===== src/hw/rtl/abms_pkg.sv =====
// Package for the adjacency bit matrix store: field widths, request codes,
// register map and the command/status structs between controller and datapath.
// No dependencies.
package abms_pkg;

    localparam int TYPE_W  = 3;
    localparam int NODE_W  = 5;
    localparam int COUNT_W = 6;
    localparam int DEG_W   = 6;
    localparam int DATA_W  = 32;
    localparam int ADDR_W  = 3;
    localparam int CIDX_W  = ADDR_W - 2;

    localparam logic [COUNT_W-1:0] NODE_COUNT_RST = 6'd32;
    localparam logic [CIDX_W-1:0]  REG_NODE_COUNT = 1'b0;

    localparam logic [TYPE_W-1:0] OP_ADD   = 3'd0;
    localparam logic [TYPE_W-1:0] OP_COUNT = 3'd1;
    localparam logic [TYPE_W-1:0] OP_LIST  = 3'd2;
    localparam logic [TYPE_W-1:0] OP_DEL   = 3'd3;
    localparam logic [TYPE_W-1:0] OP_TRANS = 3'd4;

    typedef enum logic [1:0] {RD_A, RD_I, RD_J} t_rd_sel;
    typedef enum logic [1:0] {WR_ADD, WR_DEL, WR_TI, WR_TJ} t_wr_kind;
    typedef enum logic [1:0] {EM_DONE, EM_DEG, EM_LIST} t_emit_kind;

    typedef struct packed {
        logic       latch_req;
        logic       rd_en;
        t_rd_sel    rd_sel;
        logic       wr_en;
        t_wr_kind   wr_kind;
        logic       ld_row;
        logic       ld_rowj;
        logic       swap;
        logic       part_ld;
        logic       i_clr;
        logic       i_inc;
        logic       i_from_j;
        logic       j_clr;
        logic       j_inc;
        logic       vclr;
        logic       emit;
        t_emit_kind emit_kind;
    } t_cmd;

    typedef struct packed {
        logic [TYPE_W-1:0] op;
        logic              err;
        logic              n_zero;
        logic              i_last;
        logic              j_last;
        logic              row_empty;
        logic              row_one;
        logic              out_free;
    } t_sts;

endpackage


===== src/hw/rtl/abms_if.sv =====
// Handshake channels of the adjacency bit matrix store: request and result.
// Depends on abms_pkg for the field widths.
interface abms_req_if;
    logic                         valid;
    logic                         ready;
    logic [abms_pkg::TYPE_W-1:0]  req_type;
    logic [abms_pkg::NODE_W-1:0]  node_a;
    logic [abms_pkg::NODE_W-1:0]  node_b;

    modport source(output valid, output req_type, output node_a, output node_b, input ready);
    modport sink(input valid, input req_type, input node_a, input node_b, output ready);
endinterface

interface abms_rsp_if;
    logic                         valid;
    logic                         ready;
    logic                         status;
    logic [abms_pkg::DEG_W-1:0]   degree;
    logic [abms_pkg::NODE_W-1:0]  neighbor;
    logic                         neighbor_valid;
    logic                         last;

    modport source(output valid, output status, output degree, output neighbor,
                   output neighbor_valid, output last, input ready);
    modport sink(input valid, input status, input degree, input neighbor,
                 input neighbor_valid, input last, output ready);
endinterface


===== src/hw/rtl/abms_ctrl.sv =====
// Sequencer of the adjacency bit matrix store: walks each request through
// its row reads, writes and result emits. Depends on abms_pkg.
module abms_ctrl (
    input  logic           i_clk,
    input  logic           i_rst_n,
    input  logic           i_req_valid,
    output logic           o_req_ready,
    input  abms_pkg::t_sts i_sts,
    output abms_pkg::t_cmd o_cmd
);
    import abms_pkg::*;

    localparam logic [3:0] S_IDLE  = 4'd0;
    localparam logic [3:0] S_CHECK = 4'd1;
    localparam logic [3:0] S_ROW   = 4'd2;
    localparam logic [3:0] S_CNT1  = 4'd3;
    localparam logic [3:0] S_CNT2  = 4'd4;
    localparam logic [3:0] S_LIST  = 4'd5;
    localparam logic [3:0] S_DONE  = 4'd6;
    localparam logic [3:0] S_D_RD  = 4'd7;
    localparam logic [3:0] S_D_WR  = 4'd8;
    localparam logic [3:0] S_T_RDJ = 4'd9;
    localparam logic [3:0] S_T_LDJ = 4'd10;
    localparam logic [3:0] S_T_RDI = 4'd11;
    localparam logic [3:0] S_T_WRI = 4'd12;
    localparam logic [3:0] S_T_WRJ = 4'd13;

    logic [3:0] r_state;
    logic [3:0] n_state;

    assign o_req_ready = (r_state == S_IDLE);

    always_comb begin
        n_state         = r_state;
        o_cmd           = '0;
        o_cmd.rd_sel    = RD_A;
        o_cmd.wr_kind   = WR_ADD;
        o_cmd.emit_kind = EM_DONE;
        unique case (r_state)
            S_IDLE: begin
                if (i_req_valid) begin
                    o_cmd.latch_req = 1'b1;
                    n_state         = S_CHECK;
                end
            end
            S_CHECK: begin
                priority if (i_sts.op > OP_TRANS) begin
                    n_state = S_DONE;
                end else if (i_sts.op == OP_TRANS) begin
                    if (i_sts.n_zero) begin
                        // no node in use: drop every row
                        o_cmd.vclr = 1'b1;
                        n_state    = S_DONE;
                    end else begin
                        o_cmd.vclr  = 1'b1;
                        o_cmd.j_clr = 1'b1;
                        n_state     = S_T_RDJ;
                    end
                end else if (i_sts.err) begin
                    n_state = S_DONE;
                end else if (i_sts.op == OP_DEL) begin
                    o_cmd.i_clr = 1'b1;
                    n_state     = S_D_RD;
                end else begin
                    o_cmd.rd_en  = 1'b1;
                    o_cmd.rd_sel = RD_A;
                    n_state      = S_ROW;
                end
            end
            S_ROW: begin
                priority if (i_sts.op == OP_ADD) begin
                    o_cmd.wr_en   = 1'b1;
                    o_cmd.wr_kind = WR_ADD;
                    n_state       = S_DONE;
                end else if (i_sts.op == OP_COUNT) begin
                    o_cmd.ld_row = 1'b1;
                    n_state      = S_CNT1;
                end else begin
                    o_cmd.ld_row = 1'b1;
                    n_state      = S_LIST;
                end
            end
            S_CNT1: begin
                o_cmd.part_ld = 1'b1;
                n_state       = S_CNT2;
            end
            S_CNT2: begin
                if (i_sts.out_free) begin
                    o_cmd.emit      = 1'b1;
                    o_cmd.emit_kind = EM_DEG;
                    n_state         = S_IDLE;
                end
            end
            S_LIST: begin
                if (i_sts.out_free) begin
                    o_cmd.emit      = 1'b1;
                    o_cmd.emit_kind = EM_LIST;
                    if (i_sts.row_empty || i_sts.row_one) begin
                        n_state = S_IDLE;
                    end
                end
            end
            S_DONE: begin
                if (i_sts.out_free) begin
                    o_cmd.emit      = 1'b1;
                    o_cmd.emit_kind = EM_DONE;
                    n_state         = S_IDLE;
                end
            end
            S_D_RD: begin
                o_cmd.rd_en  = 1'b1;
                o_cmd.rd_sel = RD_I;
                n_state      = S_D_WR;
            end
            S_D_WR: begin
                o_cmd.wr_en   = 1'b1;
                o_cmd.wr_kind = WR_DEL;
                if (i_sts.i_last) begin
                    n_state = S_DONE;
                end else begin
                    o_cmd.i_inc = 1'b1;
                    n_state     = S_D_RD;
                end
            end
            S_T_RDJ: begin
                o_cmd.rd_en  = 1'b1;
                o_cmd.rd_sel = RD_J;
                n_state      = S_T_LDJ;
            end
            S_T_LDJ: begin
                o_cmd.ld_rowj  = 1'b1;
                o_cmd.i_from_j = 1'b1;
                n_state        = i_sts.j_last ? S_T_WRJ : S_T_RDI;
            end
            S_T_RDI: begin
                o_cmd.rd_en  = 1'b1;
                o_cmd.rd_sel = RD_I;
                n_state      = S_T_WRI;
            end
            S_T_WRI: begin
                o_cmd.wr_en   = 1'b1;
                o_cmd.wr_kind = WR_TI;
                o_cmd.swap    = 1'b1;
                if (i_sts.i_last) begin
                    n_state = S_T_WRJ;
                end else begin
                    o_cmd.i_inc = 1'b1;
                    n_state     = S_T_RDI;
                end
            end
            S_T_WRJ: begin
                o_cmd.wr_en   = 1'b1;
                o_cmd.wr_kind = WR_TJ;
                if (i_sts.j_last) begin
                    n_state = S_DONE;
                end else begin
                    o_cmd.j_inc = 1'b1;
                    n_state     = S_T_RDJ;
                end
            end
            default: begin
                n_state = S_IDLE;
            end
        endcase
    end

    always_ff @(posedge i_clk) begin
        if (!i_rst_n) begin
            r_state <= S_IDLE;
        end else begin
            r_state <= n_state;
        end
    end

endmodule


===== src/hw/rtl/abms_dpath.sv =====
// Datapath of the adjacency bit matrix store: row memory with per-row valid
// bits, row working register, counters and result register. Depends on abms_pkg.
module abms_dpath #(
    parameter int MAX_NODES = 32
) (
    input  logic                          i_clk,
    input  logic                          i_rst_n,
    input  abms_pkg::t_cmd                i_cmd,
    output abms_pkg::t_sts                o_sts,
    input  logic [abms_pkg::COUNT_W-1:0]  i_node_count,
    input  logic [abms_pkg::TYPE_W-1:0]   i_req_type,
    input  logic [abms_pkg::NODE_W-1:0]   i_node_a,
    input  logic [abms_pkg::NODE_W-1:0]   i_node_b,
    input  logic                          i_rsp_ready,
    output logic                          o_rsp_valid,
    output logic                          o_status,
    output logic [abms_pkg::DEG_W-1:0]    o_degree,
    output logic [abms_pkg::NODE_W-1:0]   o_neighbor,
    output logic                          o_neighbor_valid,
    output logic                          o_last
);
    import abms_pkg::*;

    localparam int AW  = $clog2(MAX_NODES);
    localparam int NW  = $clog2(MAX_NODES + 1);
    localparam int NCH = (MAX_NODES + 7) / 8;

    function automatic logic [3:0] popcount8(input logic [7:0] v);
        logic [3:0] c;
        c = '0;
        for (int k = 0; k < 8; k++) begin
            c = c + 4'(v[k]);
        end
        return c;
    endfunction

    // request fields, held for the whole request
    logic [TYPE_W-1:0]    r_op;
    logic [NODE_W-1:0]    r_a;
    logic [NODE_W-1:0]    r_b;

    logic [AW-1:0]        r_i;
    logic [AW-1:0]        r_j;
    logic [MAX_NODES-1:0] r_row;
    logic [3:0]           r_part [NCH];

    logic [MAX_NODES-1:0] mem [MAX_NODES];
    logic [MAX_NODES-1:0] r_rdata;
    logic                 r_rvld;
    logic [MAX_NODES-1:0] r_vld;

    logic [NW-1:0]        n;
    logic [MAX_NODES-1:0] cm;
    logic [AW-1:0]        a_idx;
    logic [MAX_NODES-1:0] bit_a;
    logic [MAX_NODES-1:0] bit_b;
    logic [MAX_NODES-1:0] rdat;
    logic [MAX_NODES-1:0] low;
    logic [AW-1:0]        low_idx;
    logic [NW-1:0]        deg;
    logic [AW-1:0]        raddr;
    logic [AW-1:0]        waddr;
    logic [MAX_NODES-1:0] wdata;
    logic [NCH*8-1:0]     row_pad;
    logic                 out_free;

    always_comb begin
        if (int'(i_node_count) > MAX_NODES) begin
            n = NW'(MAX_NODES);
        end else begin
            n = NW'(i_node_count);
        end
        for (int k = 0; k < MAX_NODES; k++) begin
            cm[k] = (k < int'(n));
        end
    end

    assign a_idx = AW'(r_a);
    assign bit_a = MAX_NODES'(1) << a_idx;
    assign bit_b = MAX_NODES'(1) << r_b;
    assign rdat  = r_rvld ? r_rdata : '0;

    // lowest successor still to be listed
    assign low = r_row & (~r_row + MAX_NODES'(1));
    always_comb begin
        low_idx = '0;
        for (int k = 0; k < MAX_NODES; k++) begin
            if (low[k]) begin
                low_idx = low_idx | AW'(k);
            end
        end
    end

    always_comb begin
        deg = '0;
        for (int k = 0; k < NCH; k++) begin
            deg = deg + NW'(r_part[k]);
        end
    end

    assign row_pad  = (NCH * 8)'(r_row);
    assign out_free = !o_rsp_valid || i_rsp_ready;

    always_comb begin
        o_sts.op        = r_op;
        o_sts.err       = (r_op <= OP_DEL) &&
                          ((int'(r_a) >= int'(n)) ||
                           ((r_op == OP_ADD) && (int'(r_b) >= int'(n))));
        o_sts.n_zero    = (n == '0);
        o_sts.i_last    = (int'(r_i) == int'(n) - 1);
        o_sts.j_last    = (int'(r_j) == int'(n) - 1);
        o_sts.row_empty = (r_row == '0);
        o_sts.row_one   = ((r_row & (r_row - MAX_NODES'(1))) == '0);
        o_sts.out_free  = out_free;
    end

    always_comb begin
        unique case (i_cmd.rd_sel)
            RD_A:    raddr = a_idx;
            RD_I:    raddr = r_i;
            RD_J:    raddr = r_j;
            default: raddr = a_idx;
        endcase
    end

    always_comb begin
        unique case (i_cmd.wr_kind)
            WR_ADD: begin
                waddr = a_idx;
                wdata = rdat | bit_b;
            end
            WR_DEL: begin
                waddr = r_i;
                wdata = (r_i == a_idx) ? (rdat & ~cm & ~bit_a) : (rdat & ~bit_a);
            end
            WR_TI: begin
                waddr        = r_i;
                wdata        = rdat;
                wdata[r_j]   = r_row[r_i];
            end
            WR_TJ: begin
                waddr = r_j;
                wdata = r_row & cm;
            end
        endcase
    end

    always_ff @(posedge i_clk) begin
        if (i_cmd.wr_en) begin
            mem[waddr] <= wdata;
        end
        if (i_cmd.rd_en) begin
            r_rdata <= mem[raddr];
        end
    end

    // a row that is not valid reads as zero
    always_ff @(posedge i_clk) begin
        if (!i_rst_n) begin
            r_vld  <= '0;
            r_rvld <= 1'b0;
        end else begin
            if (i_cmd.vclr) begin
                for (int k = 0; k < MAX_NODES; k++) begin
                    if (k >= int'(n)) begin
                        r_vld[k] <= 1'b0;
                    end
                end
            end else if (i_cmd.wr_en) begin
                r_vld[waddr] <= 1'b1;
            end
            if (i_cmd.rd_en) begin
                r_rvld <= r_vld[raddr];
            end
        end
    end

    always_ff @(posedge i_clk) begin
        if (i_cmd.latch_req) begin
            r_op <= i_req_type;
            r_a  <= i_node_a;
            r_b  <= i_node_b;
        end
        if (i_cmd.i_clr) begin
            r_i <= '0;
        end else if (i_cmd.i_from_j) begin
            r_i <= r_j + AW'(1);
        end else if (i_cmd.i_inc) begin
            r_i <= r_i + AW'(1);
        end
        if (i_cmd.j_clr) begin
            r_j <= '0;
        end else if (i_cmd.j_inc) begin
            r_j <= r_j + AW'(1);
        end
        if (i_cmd.ld_row) begin
            r_row <= rdat & cm;
        end else if (i_cmd.ld_rowj) begin
            r_row <= rdat;
        end else if (i_cmd.swap) begin
            r_row[r_i] <= rdat[r_j];
        end else if (i_cmd.emit && (i_cmd.emit_kind == EM_LIST)) begin
            r_row <= r_row & (r_row - MAX_NODES'(1));
        end
        if (i_cmd.part_ld) begin
            for (int k = 0; k < NCH; k++) begin
                r_part[k] <= popcount8(row_pad[k*8 +: 8]);
            end
        end
    end

    always_ff @(posedge i_clk) begin
        if (!i_rst_n) begin
            o_rsp_valid <= 1'b0;
        end else if (i_cmd.emit) begin
            o_rsp_valid <= 1'b1;
        end else if (i_rsp_ready) begin
            o_rsp_valid <= 1'b0;
        end
    end

    always_ff @(posedge i_clk) begin
        if (i_cmd.emit) begin
            o_status         <= 1'b0;
            o_degree         <= '0;
            o_neighbor       <= '0;
            o_neighbor_valid <= 1'b0;
            o_last           <= 1'b1;
            unique case (i_cmd.emit_kind)
                EM_DONE: begin
                    o_status <= o_sts.err;
                end
                EM_DEG: begin
                    o_degree <= DEG_W'(deg);
                end
                EM_LIST: begin
                    if (r_row != '0) begin
                        o_neighbor       <= NODE_W'(low_idx);
                        o_neighbor_valid <= 1'b1;
                        o_last           <= o_sts.row_one;
                    end
                end
                default: begin
                    o_status <= 1'b0;
                end
            endcase
        end
    end

endmodule


===== src/hw/rtl/adjacency_bit_matrix_store_top.sv =====
// Top level of the adjacency bit matrix store: APB register, controller and
// datapath. Depends on abms_pkg, abms_if, abms_ctrl and abms_dpath.
//
//  channel   dir  handshake     payload
//  i_req     in   valid/ready   req_type[2:0], node_a[4:0], node_b[4:0]
//  o_rsp     out  valid/ready   status, degree[5:0], neighbor[4:0], neighbor_valid, last
//  APB       in   psel/penable  paddr[2:0], pwdata[31:0] -> node_count at 0x0
//
// One request at a time; the memory port does one row read or write per
// cycle. Delete walks every row in use, transpose walks the rows in use
// pairwise, and list emits one result item per successor (one item when
// there are no successors).
// Reset is synchronous; the row valid bits clear at once, no clearing pass.
// A stalled result holds in the output register and the sequencer waits.
module adjacency_bit_matrix_store_top #(
    parameter int MAX_NODES = 32
) (
    input  logic                         i_clk,
    input  logic                         i_rst_n,
    abms_req_if.sink                     i_req,
    abms_rsp_if.source                   o_rsp,
    input  logic                         psel,
    input  logic                         penable,
    input  logic                         pwrite,
    input  logic [abms_pkg::ADDR_W-1:0]  paddr,
    input  logic [abms_pkg::DATA_W-1:0]  pwdata,
    output logic [abms_pkg::DATA_W-1:0]  prdata,
    output logic                         pready
);
    import abms_pkg::*;

    logic [COUNT_W-1:0] r_node_count;
    logic [CIDX_W-1:0]  cfg_idx;
    t_cmd               cmd;
    t_sts               sts;
    logic               req_ready;

    // Register file: a single register, node_count, at byte address zero.
    // Writes land in the access phase; pready never stalls.
    assign pready  = 1'b1;
    assign cfg_idx = paddr[ADDR_W-1:2];
    assign prdata  = (cfg_idx == REG_NODE_COUNT) ? DATA_W'(r_node_count) : '0;

    always_ff @(posedge i_clk) begin
        if (!i_rst_n) begin
            r_node_count <= NODE_COUNT_RST;
        end else if (psel && penable && pwrite && pready &&
                     (cfg_idx == REG_NODE_COUNT)) begin
            r_node_count <= pwdata[COUNT_W-1:0];
        end
    end

    assign i_req.ready = req_ready;

    // The sequencer steps a request through its row accesses.
    abms_ctrl u_ctrl (
        .i_clk       (i_clk),
        .i_rst_n     (i_rst_n),
        .i_req_valid (i_req.valid),
        .o_req_ready (req_ready),
        .i_sts       (sts),
        .o_cmd       (cmd)
    );

    // Row memory, working row and result register.
    abms_dpath #(
        .MAX_NODES (MAX_NODES)
    ) u_dpath (
        .i_clk            (i_clk),
        .i_rst_n          (i_rst_n),
        .i_cmd            (cmd),
        .o_sts            (sts),
        .i_node_count     (r_node_count),
        .i_req_type       (i_req.req_type),
        .i_node_a         (i_req.node_a),
        .i_node_b         (i_req.node_b),
        .i_rsp_ready      (o_rsp.ready),
        .o_rsp_valid      (o_rsp.valid),
        .o_status         (o_rsp.status),
        .o_degree         (o_rsp.degree),
        .o_neighbor       (o_rsp.neighbor),
        .o_neighbor_valid (o_rsp.neighbor_valid),
        .o_last           (o_rsp.last)
    );

endmodule

===== src/flat_wrapper.sv =====
// flat-port wrapper written by rule: the top's interface ports become plain ports
module adjacency_bit_matrix_store_top_flat import abms_pkg::*;
#(
    parameter int MAX_NODES = 32
)
  (i_clk, i_rst_n, psel, penable, pwrite, paddr, pwdata, prdata, pready, i_req_valid, i_req_req_type, i_req_node_a, i_req_node_b, i_req_ready, o_rsp_valid, o_rsp_status, o_rsp_degree, o_rsp_neighbor, o_rsp_neighbor_valid, o_rsp_last, o_rsp_ready);
  abms_req_if i_req_i ();
  abms_rsp_if o_rsp_i ();
  input  logic i_clk;
  input  logic i_rst_n;
  input  logic psel;
  input  logic penable;
  input  logic pwrite;
  input  logic [abms_pkg::ADDR_W-1:0] paddr;
  input  logic [abms_pkg::DATA_W-1:0] pwdata;
  output logic [abms_pkg::DATA_W-1:0] prdata;
  output logic pready;
  input wire logic [$bits(i_req_i.valid)-1:0] i_req_valid;
  input wire logic [$bits(i_req_i.req_type)-1:0] i_req_req_type;
  input wire logic [$bits(i_req_i.node_a)-1:0] i_req_node_a;
  input wire logic [$bits(i_req_i.node_b)-1:0] i_req_node_b;
  output wire logic [$bits(i_req_i.ready)-1:0] i_req_ready;
  output wire logic [$bits(o_rsp_i.valid)-1:0] o_rsp_valid;
  output wire logic [$bits(o_rsp_i.status)-1:0] o_rsp_status;
  output wire logic [$bits(o_rsp_i.degree)-1:0] o_rsp_degree;
  output wire logic [$bits(o_rsp_i.neighbor)-1:0] o_rsp_neighbor;
  output wire logic [$bits(o_rsp_i.neighbor_valid)-1:0] o_rsp_neighbor_valid;
  output wire logic [$bits(o_rsp_i.last)-1:0] o_rsp_last;
  input wire logic [$bits(o_rsp_i.ready)-1:0] o_rsp_ready;
  assign i_req_i.valid = i_req_valid;
  assign i_req_i.req_type = i_req_req_type;
  assign i_req_i.node_a = i_req_node_a;
  assign i_req_i.node_b = i_req_node_b;
  assign i_req_ready = i_req_i.ready;
  assign o_rsp_valid = o_rsp_i.valid;
  assign o_rsp_status = o_rsp_i.status;
  assign o_rsp_degree = o_rsp_i.degree;
  assign o_rsp_neighbor = o_rsp_i.neighbor;
  assign o_rsp_neighbor_valid = o_rsp_i.neighbor_valid;
  assign o_rsp_last = o_rsp_i.last;
  assign o_rsp_i.ready = o_rsp_ready;
  adjacency_bit_matrix_store_top #(.MAX_NODES(MAX_NODES)) u_core (.i_clk(i_clk), .i_rst_n(i_rst_n), .i_req(i_req_i), .o_rsp(o_rsp_i), .psel(psel), .penable(penable), .pwrite(pwrite), .paddr(paddr), .pwdata(pwdata), .prdata(prdata), .pready(pready));
endmodule

===== config.mk =====
export PLATFORM = sky130hd
export DESIGN_NAME = adjacency_bit_matrix_store_top_flat
export DESIGN_NICKNAME = d
export VERILOG_FILES = /design/src/hw/rtl/abms_pkg.sv /design/src/hw/rtl/abms_if.sv /design/src/hw/rtl/abms_ctrl.sv /design/src/hw/rtl/abms_dpath.sv /design/src/hw/rtl/adjacency_bit_matrix_store_top.sv /design/src/flat_wrapper.sv
export SDC_FILE = /design/constraint.sdc
export NUM_CORES = 2
export LEC_CHECK = 0
export CELL_PAD_IN_SITES_DETAIL_PLACEMENT = 1
export CELL_PAD_IN_SITES_GLOBAL_PLACEMENT = 1
export CORE_MARGIN = 5
export CORE_UTILIZATION = 45
export DETAILED_ROUTE_END_ITERATION = 12
export DONT_BUFFER_PORTS = 1
export PLACE_DENSITY_LB_ADDON = 0.1
export SLEW_MARGIN = 20
export SYNTH_ARGS = -nofsm -noshare
export SYNTH_HDL_FRONTEND = slang
export SYNTH_SLANG_ARGS = --single-unit

===== constraint.sdc =====
create_clock -name i_clk -period 7.1 [get_ports i_clk]
set_clock_uncertainty 0.1 [all_clocks]
set_input_delay 0.355 -clock i_clk [delete_from_list [all_inputs] [get_ports i_clk]]
set_output_delay 0.355 -clock i_clk [all_outputs]
set_load 0.02 [all_outputs]

==> results.yml <==
outcome:
  status: "finished, final reports clean"
place:
  placedCellCount: 4957
  port_buffers: 0
  dp_hpwl_mm: 113
  placedInstanceArea_sq_um: 55300
  gp_congestion: 0.942
cells_and_area:
  nets: 3711
  final_cell_mix: "edfxtp_1, nand2_1, mux4_2"
  syn2layout_area_growth_pct: 12.6
  final_common_cell: "edfxtp_1"
  area.sequential_sq_um: 35000
  design_area_sq_um: 59800
  drive_gt1_frac: 0.181
  instances_no_fill: 5221
  fill_cells: 11144
  multi_input_area_sq_um: 17200
power:
  p_switching_mw: 7.29
  p_int_mw: 14.4
  power_leakage_nw: 19.7
  sw_frac_of_total: 0.336
  finalPower_mw: 21.7
  power_frac_clock: 0.302
  seqPwrFrac: 0.419
  p_comb_frac: 0.279
  peakVddDrop_v: 0.000265
  p_per_area_nw_per_um2: 363
setup_path:
  worst_setup_path_start_kind: "register"
  critical_path_class: "register to register"
  critical_path.max_fanout: 40
  cp-end-kind: "register"
  arrival_ns: 5.52
  critical_path_required_ns: 7.51
cts:
  cts_tree: "built"
  worstSkewPairLatency_ns: 0.78
  clk_pin_slew_worst_paths_ns: 0.06
  clock_sinks: 1185
  clock_path_buffers: 3
  htree_levels: 4
  cts_root_buf: "clkbuf_16"
  numCtsBuffers: 131
floorplanning:
  start_util: 0.452
  rows: 126
  die_area_sq_um: 125000
  num_io_pins: 104
  coreArea_sq_um: 118000
  die_w_um: 354
  die_h_um: 354
grt:
  grt_max_degree: 115
  antenna_found_initial: 3
  grt_pass1_wl_mm: 253
  grt_pass1_vias: 34716
  grt-ovfl-total: 0
  gr-usage-all-layers: 0.278
timing:
  finalCriticalPeriod_ns: 5.11
  maxSlewHeadroom: 0.234
  tightest_slew_ns: 1.15
  fin_setup_tns_ns: 0
  hold_slack_ns: 0.121
  finalCritPeriodShare: 0.719
  fmax_ghz: 0.196
  rsz0062_at_grt: "false"
  hold_viol_final: 0
  maxSlewViolCount: 0
  setup_viol: 0
logic_synthesis:
  syn_avg_cell_area_sq_um: 15.0
  yosys_warnings: 0
  synthFlopType: "edfxtp_1"
  synth-edff-count: 1131
  seq_area_frac_synth: 0.660
  ys_seq_elements: 1185
  syn_area_sq_um: 53100
  synthArstFlopShare: 0
  synthDistinctLibCells: 76
  syn_inst: 3545
drt:
  via_per_inst: 6.34
  dr_total_vias: 33114
  post_drt_wl_per_cell_um: 33.4
  route.antenna.remaining_nets: 0
  totalWireLength_mm: 175
  drc: 0
  drt_iter0_markers: 3106
  first_pass_iters: 5
min_path:
  hp-class: "input port to register"
flow_run:
  drv_cap: 0
## Yosys cell counts, drive strengths merged, types with 50 or more instances
cell type / n / share of area
clkbuf: 172 / 0.012
nor2: 230 / 0.016
edfxtp: 1131 / 0.64
nand2: 387 / 0.027
inv: 81 / 0.0057
nand3: 134 / 0.013
dfxtp: 54 / 0.020
mux4: 276 / 0.12
buf: 86 / 0.0095
mux2i: 58 / 0.011
o21ai: 154 / 0.015
ha: 51 / 0.012
a32oi: 50 / 0.0082
a21oi: 130 / 0.012
## what timing repair did
action                    in CTS  in global routing
resized for setup              0                  0
hold buffers                  27                  0
hold endpoints to repair      69                  0
setup buffers                  0                  0
## power by group through the flow
stage          logic, mW  registers (mW)  clock network [mW]
2_1_floorplan       4.19            8.81                   0
3_3_place_gp        5.91            9.22                   0
3_5_place_dp        6.05            9.23                   0
4_1_cts             6.11            9.09                6.69
5_1_grt             6.60            9.10                6.99
6_report            6.07            9.10                6.55
## stage by stage
stage	utilization	setup slack (ns)
global placement	0.470	2.06
global route	0.508	1.67
detailed placement	0.471	2.02
finish	0.509	1.99
CTS	0.508	2.01
floorplan	-	1.13
## worst paths after layout
kind,start,cells past startpoint,endpoint,slack [ns]
hold reg to reg,u_core.u_dpath.r_vld[25],2,u_core.u_dpath.r_vld[25],0.42
setup / recovery,u_core.u_ctrl.r_state[0],10,u_core.u_dpath.r_rdata[9],1.99
setup reg to reg,u_core.u_ctrl.r_state[0],10,u_core.u_dpath.r_rdata[9],1.99
hold / removal,i_req_node_b[1],1,u_core.u_dpath.r_b[1],0.12
## worst max-delay path: stages (launching register included)
cell	delay (ns)
dfxtp_1	0.81
nand2_1	0.24
a21oi_1	0.35
ha_1	0.47
a221oi_1	0.38
or2_4	0.66
buf_12	0.39
mux4_2	0.57
mux2i_1	0.21
a32oi_1	0.23
and3_1	0.29
## state kept, by name, summed over array words and instances (netlist names), 3 cells and up
register                   cells
u_core.u_dpath.r_row          32
u_core.u_dpath.r_b             5
u_core.u_dpath.r_part         16
u_core.u_ctrl.r_state          4
u_core.u_dpath.r_j             5
u_core.u_dpath.r_op            3
u_core.u_dpath.r_rdata        32
u_core.u_dpath.r_i             5
u_core.u_dpath.r_vld          32
u_core.u_dpath.o_degree        6
u_core.u_dpath.mem          1024
u_core.r_node_count            6
u_core.u_dpath.o_neighbor      5
u_core.u_dpath.a_idx           5
## cells by family after synthesis
group                    Yosys count  share of synthesized area
XOR/XNOR                          29                    0.00478
AO/OA/AOI/OAI                    572                     0.0706
flip-flops                      1185                      0.660
multiplexers                     334                      0.128
other                              2                   0.000141
buffers and inverters            341                     0.0275
adder cells (fa/ha/maj)           75                     0.0211
AND/OR/NAND/NOR                 1007                     0.0880
## routing by layer
layer | global-route usage | vias to the layer above | share of wire
li1 | - | 13923 | -
met2 | 0.460 | 1280 | 0.49
met1 | 0.372 | 17580 | 0.41
met3 | 0.0468 | 331 | 0.063
met5 | 0 | - | 0
met4 | 0.108 | 0 | 0.041
## cell type report
class / instances / share of cell area
Multi-Input combinational cell: 2044 / 0.287
Clock buffer: 163 / 0.0584
Sequential cell: 1185 / 0.586
Clock inverter: 73 / 0.0107
Tap cell: 1536 / 0.0321
Timing Repair Buffer: 136 / 0.0203
Antenna cell: 1 / 0.0000418
Inverter: 83 / 0.00521
Note: power is estimated with default switching activity, not from simulation.
